$ cat config.mk
export PLATFORM = sky130hd
export DESIGN_NAME = lfu_cache_set_lru_tiebreak_top
export DESIGN_NICKNAME = d
export VERILOG_FILES = /design/src/lfu_pkg.sv /design/src/lfu_front.sv /design/src/lfu_back.sv /design/src/lfu_cache_set_lru_tiebreak_top.sv
export SDC_FILE = /design/constraint.sdc
export NUM_CORES = 1
export LEC_CHECK = 0
export BUFFER_PORTS_ARGS = -buffer_cell sky130_fd_sc_hd__buf_2
export CAP_MARGIN = 20
export CORE_MARGIN = 3
export CORE_UTILIZATION = 25
export CTS_CLUSTER_SIZE = 16
export DETAILED_ROUTE_END_ITERATION = 8
export HOLD_SLACK_MARGIN = 0.15
export SLEW_MARGIN = 15
export SYNTH_ARGS = -nofsm -noshare
export SYNTH_HDL_FRONTEND = slang
export SYNTH_HIERARCHICAL = 1
export SYNTH_SLANG_ARGS = --single-unit
$ cat constraint.sdc
create_clock -name clk -period 8.7 [get_ports clk]
set_clock_uncertainty 0.15 [all_clocks]
set_input_delay 0.435 -clock clk [delete_from_list [all_inputs] [get_ports clk]]
set_output_delay 0.435 -clock clk [all_outputs]
set_load 0.1 [all_outputs]
$ cat src/lfu_pkg.sv
// Shared types and constants for the LFU cache set with recency tie-break.
`default_nettype none

package lfu_pkg;

	// Set geometry and field widths.
	localparam int WAYS       = 8;
	localparam int IDX_BITS   = $clog2(WAYS);
	localparam int RANK_BITS  = IDX_BITS;
	localparam int OCC_BITS   = $clog2(WAYS + 1);
	localparam int TAG_BITS   = 20;
	localparam int COUNT_BITS = 16;
	localparam int CFG_BITS   = 4;

	// Count limits and the reset value of the way limit register.
	localparam logic [COUNT_BITS-1:0] COUNT_MAX       = '1;
	localparam logic [COUNT_BITS-1:0] COUNT_ONE       = COUNT_BITS'(1);
	localparam logic [CFG_BITS-1:0]   WAYS_IN_USE_RST = CFG_BITS'(8);

	// Operation codes.
	localparam logic OP_ACCESS = 1'b0;
	localparam logic OP_FLUSH  = 1'b1;

	// Request as it arrives on the input channel.
	typedef struct packed {
		logic                op;
		logic [TAG_BITS-1:0] tag;
	} req_t;

	// Result as it leaves on the output channel.
	typedef struct packed {
		logic                  hit;
		logic                  evicted;
		logic [TAG_BITS-1:0]   victim_tag;
		logic [COUNT_BITS-1:0] use_count;
		logic [OCC_BITS-1:0]   lines_held;
	} rsp_t;

	// Classified request held in the queue between front and back.
	typedef struct packed {
		logic                is_flush;
		logic [TAG_BITS-1:0] tag;
	} item_t;

endpackage

`default_nettype wire

$ cat src/lfu_front.sv
// Front end: accepts requests, classifies them and queues them for the back end.
`default_nettype none

module lfu_front (
	input  wire                 clk,
	input  wire                 arst_n,
	input  wire                 req_valid,
	output logic                req_stall,
	input  lfu_pkg::req_t       req,
	output logic                q_valid,
	input  wire                 q_pop,
	output lfu_pkg::item_t      q_item
);
	import lfu_pkg::*;

	localparam int QDEPTH   = 2;
	localparam int PTR_BITS = $clog2(QDEPTH);
	localparam int CNT_BITS = $clog2(QDEPTH + 1);

	item_t               mem_q [QDEPTH];
	logic [PTR_BITS-1:0] wr_ptr_q;
	logic [PTR_BITS-1:0] rd_ptr_q;
	logic [CNT_BITS-1:0] cnt_q;
	logic                push;
	item_t               item_in;

	// Classify the request; the tag is irrelevant for a flush.
	always_comb begin
		item_in.is_flush = (req.op == OP_FLUSH);
		item_in.tag      = item_in.is_flush ? '0 : req.tag;
	end

	// Queue status.
	assign req_stall = (cnt_q == CNT_BITS'(QDEPTH));
	assign push      = req_valid && !req_stall;
	assign q_valid   = (cnt_q != '0);
	assign q_item    = mem_q[rd_ptr_q];

	// Queue storage.
	always_ff @(posedge clk) begin
		if (push) begin
			mem_q[wr_ptr_q] <= item_in;
		end
	end

	// Queue pointers and fill count.
	always_ff @(posedge clk or negedge arst_n) begin
		if (!arst_n) begin
			wr_ptr_q <= '0;
			rd_ptr_q <= '0;
			cnt_q    <= '0;
		end else begin
			if (push) begin
				wr_ptr_q <= wr_ptr_q + PTR_BITS'(1);
			end
			if (q_pop) begin
				rd_ptr_q <= rd_ptr_q + PTR_BITS'(1);
			end
			if (push && !q_pop) begin
				cnt_q <= cnt_q + CNT_BITS'(1);
			end else if (q_pop && !push) begin
				cnt_q <= cnt_q - CNT_BITS'(1);
			end
		end
	end

	// The back end only pops a request that is there.
	a_pop_not_empty: assert property (@(posedge clk) disable iff (!arst_n)
		q_pop |-> (cnt_q != '0))
		else $error("queue popped while empty");

	// The fill count never passes the queue depth.
	a_cnt_bound: assert property (@(posedge clk) disable iff (!arst_n)
		cnt_q <= CNT_BITS'(QDEPTH))
		else $error("queue fill count out of range");

endmodule

`default_nettype wire

$ cat src/lfu_back.sv
// Back end: holds the set, looks up each request, picks a victim and updates the lines.
`default_nettype none

module lfu_back (
	input  wire                            clk,
	input  wire                            arst_n,
	input  wire [lfu_pkg::OCC_BITS-1:0]    limit,
	input  wire                            q_valid,
	output logic                           q_pop,
	input  lfu_pkg::item_t                 q_item,
	output logic                           rsp_valid,
	input  wire                            rsp_stall,
	output lfu_pkg::rsp_t                  rsp
);
	import lfu_pkg::*;

	localparam logic [1:0] ST_IDLE = 2'd0;
	localparam logic [1:0] ST_LOOK = 2'd1;
	localparam logic [1:0] ST_UPD  = 2'd2;

	localparam int NODES    = 1 << IDX_BITS;
	localparam int KEY_BITS = COUNT_BITS + RANK_BITS;

	// Lookup results registered between the two steps of a request.
	typedef struct packed {
		logic                  is_flush;
		logic [TAG_BITS-1:0]   tag;
		logic                  hit;
		logic [IDX_BITS-1:0]   hit_idx;
		logic [RANK_BITS-1:0]  hit_rank;
		logic [COUNT_BITS-1:0] hit_cnt;
		logic                  full;
		logic [IDX_BITS-1:0]   vic_idx;
		logic [RANK_BITS-1:0]  vic_rank;
		logic [TAG_BITS-1:0]   vic_tag;
		logic                  free_ok;
		logic [IDX_BITS-1:0]   free_idx;
	} look_t;

	// Set state.
	logic [WAYS-1:0]       valid_q;
	logic [TAG_BITS-1:0]   tag_q  [WAYS];
	logic [COUNT_BITS-1:0] cnt_q  [WAYS];
	logic [RANK_BITS-1:0]  rank_q [WAYS];
	logic [OCC_BITS-1:0]   occ_q;

	logic [1:0] state_q;
	logic [1:0] state_nxt;
	item_t      req_s1;
	look_t      look_s2;
	look_t      look;
	logic       commit;
	rsp_t       rsp_q;
	logic       rsp_valid_q;

	logic [WAYS-1:0]       match;
	logic [2*NODES-1:0]    nd_v;
	logic [KEY_BITS-1:0]   nd_key [2*NODES];
	logic [IDX_BITS-1:0]   nd_idx [2*NODES];
	logic [TAG_BITS-1:0]   nd_tag [2*NODES];

	logic                  evict;
	logic [IDX_BITS-1:0]   slot;
	logic [COUNT_BITS-1:0] cnt_inc;
	logic [WAYS-1:0]       valid_nxt;
	logic [OCC_BITS-1:0]   occ_nxt;

	// Sequencer: pop, look up, then commit when the output register is free.
	assign commit = (state_q == ST_UPD) && (!rsp_valid_q || !rsp_stall);
	assign q_pop  = q_valid && ((state_q == ST_IDLE) || commit);

	always_comb begin
		state_nxt = state_q;
		case (state_q)
			ST_IDLE: state_nxt = q_pop ? ST_LOOK : ST_IDLE;
			ST_LOOK: state_nxt = ST_UPD;
			ST_UPD: begin
				if (commit) begin
					state_nxt = q_pop ? ST_LOOK : ST_IDLE;
				end
			end
			default: state_nxt = ST_IDLE;
		endcase
	end

	always_ff @(posedge clk or negedge arst_n) begin
		if (!arst_n) begin
			state_q <= ST_IDLE;
		end else begin
			state_q <= state_nxt;
		end
	end

	// Tag match, lowest free way and the remaining lookup fields.
	always_comb begin
		match         = '0;
		look.hit_idx  = '0;
		look.hit_rank = '0;
		look.hit_cnt  = '0;
		look.free_idx = '0;
		for (int w = 0; w < WAYS; w++) begin
			match[w] = valid_q[w] && (tag_q[w] == req_s1.tag);
			if (match[w]) begin
				look.hit_idx  = look.hit_idx | IDX_BITS'(w);
				look.hit_rank = look.hit_rank | rank_q[w];
				look.hit_cnt  = look.hit_cnt | cnt_q[w];
			end
		end
		for (int w = WAYS - 1; w >= 0; w--) begin
			if (!valid_q[w]) begin
				look.free_idx = IDX_BITS'(w);
			end
		end
		look.is_flush = req_s1.is_flush;
		look.tag      = req_s1.tag;
		look.hit      = |match;
		look.full     = (occ_q >= limit);
		look.vic_idx  = nd_idx[1];
		look.vic_rank = ~nd_key[1][RANK_BITS-1:0];
		look.vic_tag  = nd_tag[1];
		look.free_ok  = ~&valid_q;
	end

	// Victim tree: lowest count wins, and among equal counts the oldest line.
	always_comb begin
		nd_v = '0;
		for (int n = 0; n < 2 * NODES; n++) begin
			nd_key[n] = '0;
			nd_idx[n] = '0;
			nd_tag[n] = '0;
		end
		for (int i = 0; i < NODES; i++) begin
			if (i < WAYS) begin
				nd_v[NODES + i]   = valid_q[i];
				nd_key[NODES + i] = {cnt_q[i], ~rank_q[i]};
				nd_idx[NODES + i] = IDX_BITS'(i);
				nd_tag[NODES + i] = tag_q[i];
			end
		end
		for (int n = NODES - 1; n >= 1; n--) begin
			if (nd_v[2*n] && (!nd_v[2*n+1] || (nd_key[2*n] <= nd_key[2*n+1]))) begin
				nd_v[n]   = 1'b1;
				nd_key[n] = nd_key[2*n];
				nd_idx[n] = nd_idx[2*n];
				nd_tag[n] = nd_tag[2*n];
			end else begin
				nd_v[n]   = nd_v[2*n+1];
				nd_key[n] = nd_key[2*n+1];
				nd_idx[n] = nd_idx[2*n+1];
				nd_tag[n] = nd_tag[2*n+1];
			end
		end
	end

	// Request and lookup pipeline registers.
	always_ff @(posedge clk) begin
		if (q_pop) begin
			req_s1 <= q_item;
		end
		if (state_q == ST_LOOK) begin
			look_s2 <= look;
		end
	end

	// Update decisions from the registered lookup.
	always_comb begin
		evict   = !look_s2.is_flush && !look_s2.hit && look_s2.full;
		if (look_s2.full) begin
			slot = (look_s2.free_ok && (look_s2.free_idx < look_s2.vic_idx)) ?
				look_s2.free_idx : look_s2.vic_idx;
		end else begin
			slot = look_s2.free_idx;
		end
		cnt_inc = (look_s2.hit_cnt == COUNT_MAX) ? look_s2.hit_cnt :
			look_s2.hit_cnt + COUNT_ONE;
		valid_nxt = valid_q;
		occ_nxt   = occ_q;
		if (look_s2.is_flush) begin
			valid_nxt = '0;
			occ_nxt   = '0;
		end else if (!look_s2.hit) begin
			if (evict) begin
				valid_nxt[look_s2.vic_idx] = 1'b0;
			end else begin
				occ_nxt = occ_q + OCC_BITS'(1);
			end
			valid_nxt[slot] = 1'b1;
		end
	end

	// Line payload: tags, counts and recency ranks.
	always_ff @(posedge clk) begin
		if (commit && !look_s2.is_flush) begin
			for (int w = 0; w < WAYS; w++) begin
				if (look_s2.hit) begin
					if (valid_q[w] && (rank_q[w] < look_s2.hit_rank)) begin
						rank_q[w] <= rank_q[w] + RANK_BITS'(1);
					end
					if (IDX_BITS'(w) == look_s2.hit_idx) begin
						rank_q[w] <= '0;
						cnt_q[w]  <= cnt_inc;
					end
				end else begin
					if (valid_q[w] && !(evict && (IDX_BITS'(w) == look_s2.vic_idx))) begin
						rank_q[w] <= rank_q[w]
							- RANK_BITS'(evict && (rank_q[w] > look_s2.vic_rank))
							+ RANK_BITS'(1);
					end
					if (IDX_BITS'(w) == slot) begin
						tag_q[w]  <= look_s2.tag;
						cnt_q[w]  <= COUNT_ONE;
						rank_q[w] <= '0;
					end
				end
			end
		end
	end

	// Valid bits and occupancy.
	always_ff @(posedge clk or negedge arst_n) begin
		if (!arst_n) begin
			valid_q <= '0;
			occ_q   <= '0;
		end else if (commit) begin
			valid_q <= valid_nxt;
			occ_q   <= occ_nxt;
		end
	end

	// Output register: loaded on commit, emptied when the receiver takes it.
	always_ff @(posedge clk) begin
		if (commit) begin
			rsp_q.hit        <= !look_s2.is_flush && look_s2.hit;
			rsp_q.evicted    <= evict;
			rsp_q.victim_tag <= evict ? look_s2.vic_tag : '0;
			if (look_s2.is_flush) begin
				rsp_q.use_count <= '0;
			end else if (look_s2.hit) begin
				rsp_q.use_count <= cnt_inc;
			end else begin
				rsp_q.use_count <= COUNT_ONE;
			end
			rsp_q.lines_held <= occ_nxt;
		end
	end

	always_ff @(posedge clk or negedge arst_n) begin
		if (!arst_n) begin
			rsp_valid_q <= 1'b0;
		end else if (commit) begin
			rsp_valid_q <= 1'b1;
		end else if (!rsp_stall) begin
			rsp_valid_q <= 1'b0;
		end
	end

	assign rsp_valid = rsp_valid_q;
	assign rsp       = rsp_q;

	// Occupancy always agrees with the valid bits.
	a_occ_matches: assert property (@(posedge clk) disable iff (!arst_n)
		$countones(valid_q) == 32'(occ_q))
		else $error("occupancy disagrees with valid bits");

	// Tags of valid lines are unique, so a lookup matches at most one way.
	a_single_match: assert property (@(posedge clk) disable iff (!arst_n)
		(state_q == ST_LOOK) |-> $onehot0(match))
		else $error("tag matched in more than one way");

	// A committed flush leaves the set empty.
	a_flush_empties: assert property (@(posedge clk) disable iff (!arst_n)
		(commit && look_s2.is_flush) |=> (valid_q == '0))
		else $error("flush left valid lines");

	// A miss on a full set always finds a victim.
	a_victim_found: assert property (@(posedge clk) disable iff (!arst_n)
		(state_q == ST_LOOK && look.full && !look.hit && !req_s1.is_flush) |-> nd_v[1])
		else $error("full set without a victim");

endmodule

`default_nettype wire

$ cat src/lfu_cache_set_lru_tiebreak_top.sv
// Top level of the LFU cache set with recency tie-break, and its way limit register.
//
// Usage: one request channel (req_valid, req_stall, req) carries an access with a
// tag or a flush; one result channel (rsp_valid, rsp_stall, rsp) returns exactly
// one result per request, in order. A transfer happens at a rising edge of clk
// where valid is high and stall is low.
// A two-entry queue sits behind the request port, so requests are taken while
// the set is busy until the queue fills; req_stall is high only when it is full.
// Each request takes a lookup step (tag compare and the victim search tree), then
// an update step (the line update); no new lookup starts before the last request
// commits. A finished result waits in an output register; while rsp_stall holds
// it, the next request still completes its lookup and then waits, and the queue
// keeps filling. The way limit (cfg_wr_en, cfg_wr_data) is to be written only
// while idle; the block does not enforce this. Zero acts as one and values above
// the way count act as the way count.
// Reset (arst_n low) empties the set and the queue, drops any pending result
// and sets the way limit to eight. No clearing pass follows reset.
`default_nettype none

module lfu_cache_set_lru_tiebreak_top (
	input  wire                            clk,
	input  wire                            arst_n,
	input  wire                            req_valid,
	output logic                           req_stall,
	input  lfu_pkg::req_t                  req,
	output logic                           rsp_valid,
	input  wire                            rsp_stall,
	output lfu_pkg::rsp_t                  rsp,
	input  wire                            cfg_wr_en,
	input  wire [lfu_pkg::CFG_BITS-1:0]    cfg_wr_data
);
	import lfu_pkg::*;

	logic [CFG_BITS-1:0] ways_q;
	logic [OCC_BITS-1:0] limit;
	logic                q_valid;
	logic                q_pop;
	item_t               q_item;

	// Way limit register.
	always_ff @(posedge clk or negedge arst_n) begin
		if (!arst_n) begin
			ways_q <= WAYS_IN_USE_RST;
		end else if (cfg_wr_en) begin
			ways_q <= cfg_wr_data;
		end
	end

	// Clamp the limit into one through the way count.
	always_comb begin
		if (ways_q == '0) begin
			limit = OCC_BITS'(1);
		end else if (32'(ways_q) > WAYS) begin
			limit = OCC_BITS'(WAYS);
		end else begin
			limit = OCC_BITS'(ways_q);
		end
	end

	lfu_front u_front (
		.clk       (clk),
		.arst_n    (arst_n),
		.req_valid (req_valid),
		.req_stall (req_stall),
		.req       (req),
		.q_valid   (q_valid),
		.q_pop     (q_pop),
		.q_item    (q_item)
	);

	lfu_back u_back (
		.clk       (clk),
		.arst_n    (arst_n),
		.limit     (limit),
		.q_valid   (q_valid),
		.q_pop     (q_pop),
		.q_item    (q_item),
		.rsp_valid (rsp_valid),
		.rsp_stall (rsp_stall),
		.rsp       (rsp)
	);

endmodule

`default_nettype wire
Word level (Yosys, flattened, before mapping)
Memories as Yosys holds them, arrays and structs flattened. A register that Yosys moved wholly into a read port is not among the register bits.
Index checks and enable logic that the tools add are counted.
{"block": "totals", "regBits": 140, "mem_bits_rw": 354, "in_bits": 30, "out_inout_bits": 44, "mem_count": 4}
{"memory": "u_back.tag_q", "depth": 8, "word_bits": 20, "read_ports": 8, "rd_clocked_by_memory_dff": 0, "write_ports": 1, "line": "lfu_back.sv:42", "rtl": "logic [TAG_BITS-1:0] tag_q [WAYS];"}
{"memory": "u_back.cnt_q", "depth": 8, "word_bits": 16, "read_ports": 8, "rd_clocked_by_memory_dff": 0, "write_ports": 1, "line": "lfu_back.sv:43", "rtl": "logic [COUNT_BITS-1:0] cnt_q [WAYS];"}
{"memory": "u_front.mem_q", "depth": 2, "word_bits": 21, "read_ports": 1, "rd_clocked_by_memory_dff": 1, "write_ports": 1, "line": "lfu_front.sv:20", "rtl": "item_t mem_q [QDEPTH];"}
{"memory": "u_back.rank_q", "depth": 8, "word_bits": 3, "read_ports": 8, "rd_clocked_by_memory_dff": 0, "write_ports": 8, "line": "lfu_back.sv:44", "rtl": "logic [RANK_BITS-1:0] rank_q [WAYS];"}
{"block": "classes", "add_sub_neg": 30, "n_lt_le_gt_ge": 30, "eq_ne": 36, "mux": 272, "bitwise": 59, "n_reduce_logical": 120}
{"op": "$mux 20", "n": 17}
{"op": "$mux 16", "n": 16}
{"op": "$mux 19", "n": 10}
{"op": "$mux 1", "n": 161}
{"op": "$eq 20x20->1", "n": 8}
{"op": "$reduce_or 20->1", "n": 7}
{"op": "$mux 3", "n": 46}
{"op": "$le 19x19->1", "n": 7}
{"op": "$or 16x16->16", "n": 7}
{"op": "$reduce_or 16->1", "n": 7}
{"op": "$logic_and 1x1->1", "n": 59}
{"op": "$add 3x1->3 const B", "n": 16}
{"op": "$mux 21", "n": 2}
{"op": "$mux 8", "n": 5}
{"op": "$eq 3x3->1 const A", "n": 12}
{"op": "$or 1x1->1", "n": 32}
{"op": "$lt 3x3->1", "n": 9}
{"op": "$not 3->3", "n": 9}
{"op": "$gt 3x3->1", "n": 8}
{"op": "$sub 3x1->3", "n": 8}
{"op": "$logic_not 1->1", "n": 23}
{"op": "$or 3x3->3", "n": 7}
{"op": "$mux 4", "n": 5}
{"op": "$eq 2x3->1 const A", "n": 6}
{"op": "other kinds (32)", "n": 60}

Depth between registers and ports, before layout
{"block": "depth", "word_depth": 18, "mapped_depth": 33, "depth_no_buf": 27}

Hierarchy
The synthesis kept the hierarchy.
{"mod": "lfu_back", "instances": 1, "cells_per_inst": 2220, "area_each_um2": 26131.3, "seq_area_each_um2": 13728.2}
{"mod": "lfu_front", "instances": 1, "cells_per_inst": 106, "area_each_um2": 1850.5, "seq_area_each_um2": 1361.3}
{"mod": "lfu_cache_set_lru_tiebreak_top", "instances": 1, "cells_per_inst": 13, "area_each_um2": 176.4, "seq_area_each_um2": 101.3}

Worst setup path after synthesis
No wires, ideal clock.
{"block": "synth_path", "path_kind": "register -> register", "from": "memory u_back.cnt_q[6][9], in the netlist u_back/cnt_q[1][41]", "to": "register u_back/look_s2[28] in the netlist's numbering (data pin)", "setup_ns": 0.260, "arrival_ns": 6.087, "t_required_ns": 8.290, "slack_ns": 2.203, "path_stages_with_launch": 30, "cell_sequence": "edfxtp_1 > ha_1 > a21o_1 > a221o_1 > a221oi_1 > o21a_1 > o21ai_1 > buf_2 > buf_4 > mux2i_1 > ha_1 > a21o_1 > a221o_1 > a221oi_1 > o21ai_1 > nand2_1 > o21ai_1 > clkbuf_1 > clkbuf_1 > nand2_1 > o21ai_0 > ha_1 > a21oi_1 > nor2_1 > a211oi_1 > o21ai_0 > a211o_1 > a31oi_1 > clkbuf_1 > mux2_2"}
{"element": "start, declared", "line": "lfu_back.sv:43"}
{"element": "end signal, assigned", "line": "lfu_back.sv:161", "rtl": "look_s2 <= look;"}
{"element": "end, declared", "line": "lfu_back.sv:50", "rtl": "look_t look_s2;"}

==> reports/qor.txt <==
OUTCOME
----------------------------------------------------------------------------------------
Run status ................................................................ complete, no violations

LOGIC SYNTHESIS
----------------------------------------------------------------------------------------
Distinct cell type count after synthesis ..................................           68
Gate count of the mapped netlist ..........................................         2339
Yosys Warn Count ..........................................................            6
Summed instance area of the synthesized netlist ...........................  0.0282 mm^2
Post-synth top flop ....................................................... sky130_fd_sc_hd__edfxtp_1
Number of synthesized flops with an enable pin ............................          476
Share of async-settable or async-resettable flops after synthesis .........        4.47%
Yosys reg bits ............................................................          515
Avg Inst Size Synth .......................................................    12.0 um^2
Proportion of synthesized chip area in sequential cells ...................        53.9%
Total nets after synthesis ................................................         2575

TIMING
----------------------------------------------------------------------------------------
Post-route fraction of the period consumed by the critical path ...........        93.5%
Measured slew at the worst slew-check pin .................................      1.12 ns
Final total negative setup slack ..........................................         0 ns
Minimum period implied by the final worst setup slack .....................      8.13 ns
Unrepaired setup endpoints after global routing ...........................        false
Final setup violation count ...............................................            0
Achievable frequency ......................................................      123 MHz
Fin Hold WS ...............................................................     0.209 ns
Max-slew headroom at the worst pin ........................................        25.2%
Hold violation total from the final report ................................            0
Final Max Slew Viols ......................................................            0

CRITICAL PATH
----------------------------------------------------------------------------------------
Maximum fanout count along the critical path ..............................           39
Crit path buffers/inverters ...............................................            3
Crit path arrival time ....................................................      8.38 ns
CP required ...............................................................      8.94 ns
Setup crit end kind .......................................................     register
R2R Setup Slk .............................................................      0.57 ns
Startpoint class of the critical path .....................................     register
Category of cells accounting for the largest share of critical-path delay . compound AO/OA/AOI/OAI gates
Category of the critical setup timing path ................................ register to register
Critical Path Slowest Stage Cell .......................................... sky130_fd_sc_hd__o21ai_4
Max incr delay on CP ......................................................      0.71 ns

LAYOUT
----------------------------------------------------------------------------------------
Fill cell count ...........................................................        11300
Share of layout cells above drive strength 1 ..............................        13.0%
Commonest non-fill, non-tap cell in the layout ............................ sky130_fd_sc_hd__edfxtp_1
Reg area ..................................................................  0.0152 mm^2
Top library cells by usage in the layout, fill and taps aside ............. sky130_fd_sc_hd__edfxtp_1 (476), sky130_fd_sc_hd__ha_1 (206), sky130_fd_sc_hd__nor2_1 (189)
Multi-input gate area .....................................................  0.0122 mm^2
P&R area growth vs syn ....................................................        16.4%
Post-layout net count .....................................................         2679

FLOORPLANNING
----------------------------------------------------------------------------------------
Full die area .............................................................   0.117 mm^2
Number of top-level pins ..................................................           74
Core Rows .................................................................          122
Height of the die .........................................................       342 um
Initial Util ..............................................................        25.3%
Area of the core region ...................................................   0.111 mm^2
Floorplan die width .......................................................       342 um

DRT
----------------------------------------------------------------------------------------
Vias per inst .............................................................         5.04
Initial detailed-routing violation count ..................................         1912
Antenna Violating Nets Remaining ..........................................            0
Residual DRC ..............................................................            0
Detailed-routing iteration count for the pre-antenna-repair pass ..........            6
Number of vias after detailed routing .....................................        20100
Drt total wl ..............................................................      91.1 mm
WL per Instance ...........................................................      22.9 um

GRT
----------------------------------------------------------------------------------------
Number of antenna violations at the first check in global routing .........            2
Global-route total usage across every layer ...............................        15.3%
Maximum number of pins on one net before global-route repair ..............           44
GR Overflow Total .........................................................            0
Number of global-route vias before repair .................................        19800
First-pass GRT wire length ................................................       133 mm

CTS
----------------------------------------------------------------------------------------
Number of H-tree levels ...................................................            2
Number of buffers inserted by post-CTS setup repair .......................            0
Clock-pin slew of the registers on the worst-case setup and hold paths ....      0.06 ns
Clock tree buffer depth ...................................................            3
CTS Root Cell ............................................................. sky130_fd_sc_hd__clkbuf_16
Clock buffer count from CTS ...............................................           56
Sink Count ................................................................          515
Clock tree from TritonCTS .................................................         done
Clock insertion delay at the later pin of the skew report .................      0.65 ns

PLACE
----------------------------------------------------------------------------------------
Weighted congestion reported at the end of routability-driven placement ...        0.892
Buffers added on ports ....................................................           73
DPL Wire Length ...........................................................      61.9 mm

POWER AND IR DROP
----------------------------------------------------------------------------------------
Power Dens Cells ..........................................................  329 mW/mm^2
Sum of internal, switching and leakage power ..............................      10.8 mW
Max IR drop VDD ...........................................................     0.196 mV
Static leakage power ......................................................      12.6 nW

WORST HOLD PATH
----------------------------------------------------------------------------------------
Worst min path class ...................................................... input pin to async pin

RUN
----------------------------------------------------------------------------------------
Max-cap check violation count .............................................            0

[routing by layer]
metal / up-vias / wire length [um] / track usage (%)
met1: 9897 / 37500 / 20.1
li1: 9010 / - / -
met4: 0 / 2930 / 4.92
met3: 196 / 9300 / 4.01
met5: - / 0 / 0
met2: 966 / 41300 / 24.3
[cells in the mapped netlist, drive strengths merged (22+ instances only)]
| library cell | instances | area share (%) |
|---|---|---|
| a21oi | 70 | 1.3 |
| a221oi | 32 | 1.0 |
| a22oi | 56 | 1.5 |
| and3 | 23 | 0.51 |
| buf | 41 | 0.92 |
| clkbuf | 74 | 0.99 |
| dfrtp | 22 | 2.0 |
| edfxtp | 476 | 51 |
| ha | 206 | 9.2 |
| inv | 116 | 1.5 |
| mux2 | 58 | 2.3 |
| mux2i | 128 | 4.6 |
| nand2 | 98 | 1.3 |
| nand2b | 33 | 0.73 |
| nand3 | 66 | 1.2 |
| nand4 | 49 | 1.1 |
| nor2 | 192 | 2.6 |
| nor2b | 44 | 0.98 |
| nor4 | 31 | 0.71 |
| o21ai | 110 | 2.0 |
| xnor2 | 95 | 3.0 |
| xor2 | 83 | 2.6 |
[power breakdown]
group	switching [mW]	internal, mW
Clock	1.06	1.51
Combinational	2.72	1.41
Sequential	0.600	3.49
Total	4.38	6.40
[worst reg2reg max path: stages (launching register included)]
cell and delay, ns:
sky130_fd_sc_hd__edfxtp_1 0.47, sky130_fd_sc_hd__inv_1 0.08, sky130_fd_sc_hd__ha_1 0.30, sky130_fd_sc_hd__nand4_1 0.15, sky130_fd_sc_hd__a211oi_1 0.32, sky130_fd_sc_hd__a2111oi_0 0.15
sky130_fd_sc_hd__o21a_1 0.23, sky130_fd_sc_hd__o21ai_4 0.71, sky130_fd_sc_hd__buf_4 0.60, sky130_fd_sc_hd__mux2i_1 0.53, sky130_fd_sc_hd__ha_1 0.23, sky130_fd_sc_hd__nand3b_1 0.10
sky130_fd_sc_hd__a211oi_1 0.07, sky130_fd_sc_hd__a2111oi_0 0.46, sky130_fd_sc_hd__o21ai_1 0.18, sky130_fd_sc_hd__nand2_1 0.18, sky130_fd_sc_hd__o21ai_4 0.26, sky130_fd_sc_hd__o21ai_0 0.37
sky130_fd_sc_hd__ha_1 0.31, sky130_fd_sc_hd__a21oi_1 0.15, sky130_fd_sc_hd__nor2_1 0.06, sky130_fd_sc_hd__a211oi_1 0.21, sky130_fd_sc_hd__o21ai_0 0.13, sky130_fd_sc_hd__a211o_1 0.37
sky130_fd_sc_hd__a31oi_4 0.28, sky130_fd_sc_hd__buf_4 0.42, sky130_fd_sc_hd__nor3_1 0.13, sky130_fd_sc_hd__a221o_1 0.28
[through the flow]
stage                     instance area [um^2]  util [%]  setup slack [ns]  instances
after floorplan                          28200         -              2.20       2339
after global placement                   30400      27.3             0.710       3835
after detailed placement                 30400      27.3             0.640       3836
after CTS                                32700      29.4             0.598       3972
after global routing                     32800      29.4            0.0542       3977
final                                    32800      29.4             0.566       3978
[sequential cells by signal, summed over array words and instances, names as in the netlist]
signal,cells
u_back/tag_q,160
u_back/cnt_q,128
u_back/look_s2,75
u_back/rsp,42
u_front/mem_q,42
u_back/rank_q,24
u_back/look,21
u_back/valid_q,8
u_back/occ_q,4
ways_q,4
u_back/state_q,2
u_front/cnt_q,2
u_back/rsp_valid,1
u_front/rd_ptr_q,1
u_front/wr_ptr_q,1
[cells by family (layout without fill, tap and decap cells)]
family,Yosys count,count (layout),share of synthesized area (%)
AO/OA/AOI/OAI,424,424,10.4
XOR/XNOR,178,178,5.54
adder cells (fa/ha/maj),206,206,9.15
buffers and inverters,232,382,3.46
flip-flops,515,515,53.9
multiplexers,186,186,6.93
other,0,1,0
AND/OR/NAND/NOR,598,598,10.6
[cell type report]
type | count | share of cell area (%)
Sequential cell | 515 | 46.4
Clock inverter | 41 | 1.57
Inverter | 117 | 1.34
Tap cell | 1488 | 5.68
Multi-Input combinational cell | 1592 | 37.2
Timing Repair Buffer | 161 | 3.42
Antenna cell | 1 | 0.00764
Clock buffer | 63 | 4.45
[path summary, 6_finish.rpt]
check | startpoint | endpoint | cells after the start
max | u_back/cnt_q[1][55] | u_back/look_s2[9] | 27
min | arst_n | u_back/rsp_valid | 2
max reg2reg | u_back/cnt_q[1][55] | u_back/look_s2[9] | 27
min reg2reg | u_back/look[74] | u_back/look_s2[74] | 0
max in group asynchronous | arst_n | u_back/valid_q[1] | 2
min in group clk | u_back/look[74] | u_back/look_s2[74] | 0
[what timing repair did]
action,in CTS,in global routing
hold buffers,32,0
gates resized for setup,0,0
endpoints found under the hold margin,74,0
Note: power is estimated with default switching activity, not from simulation.
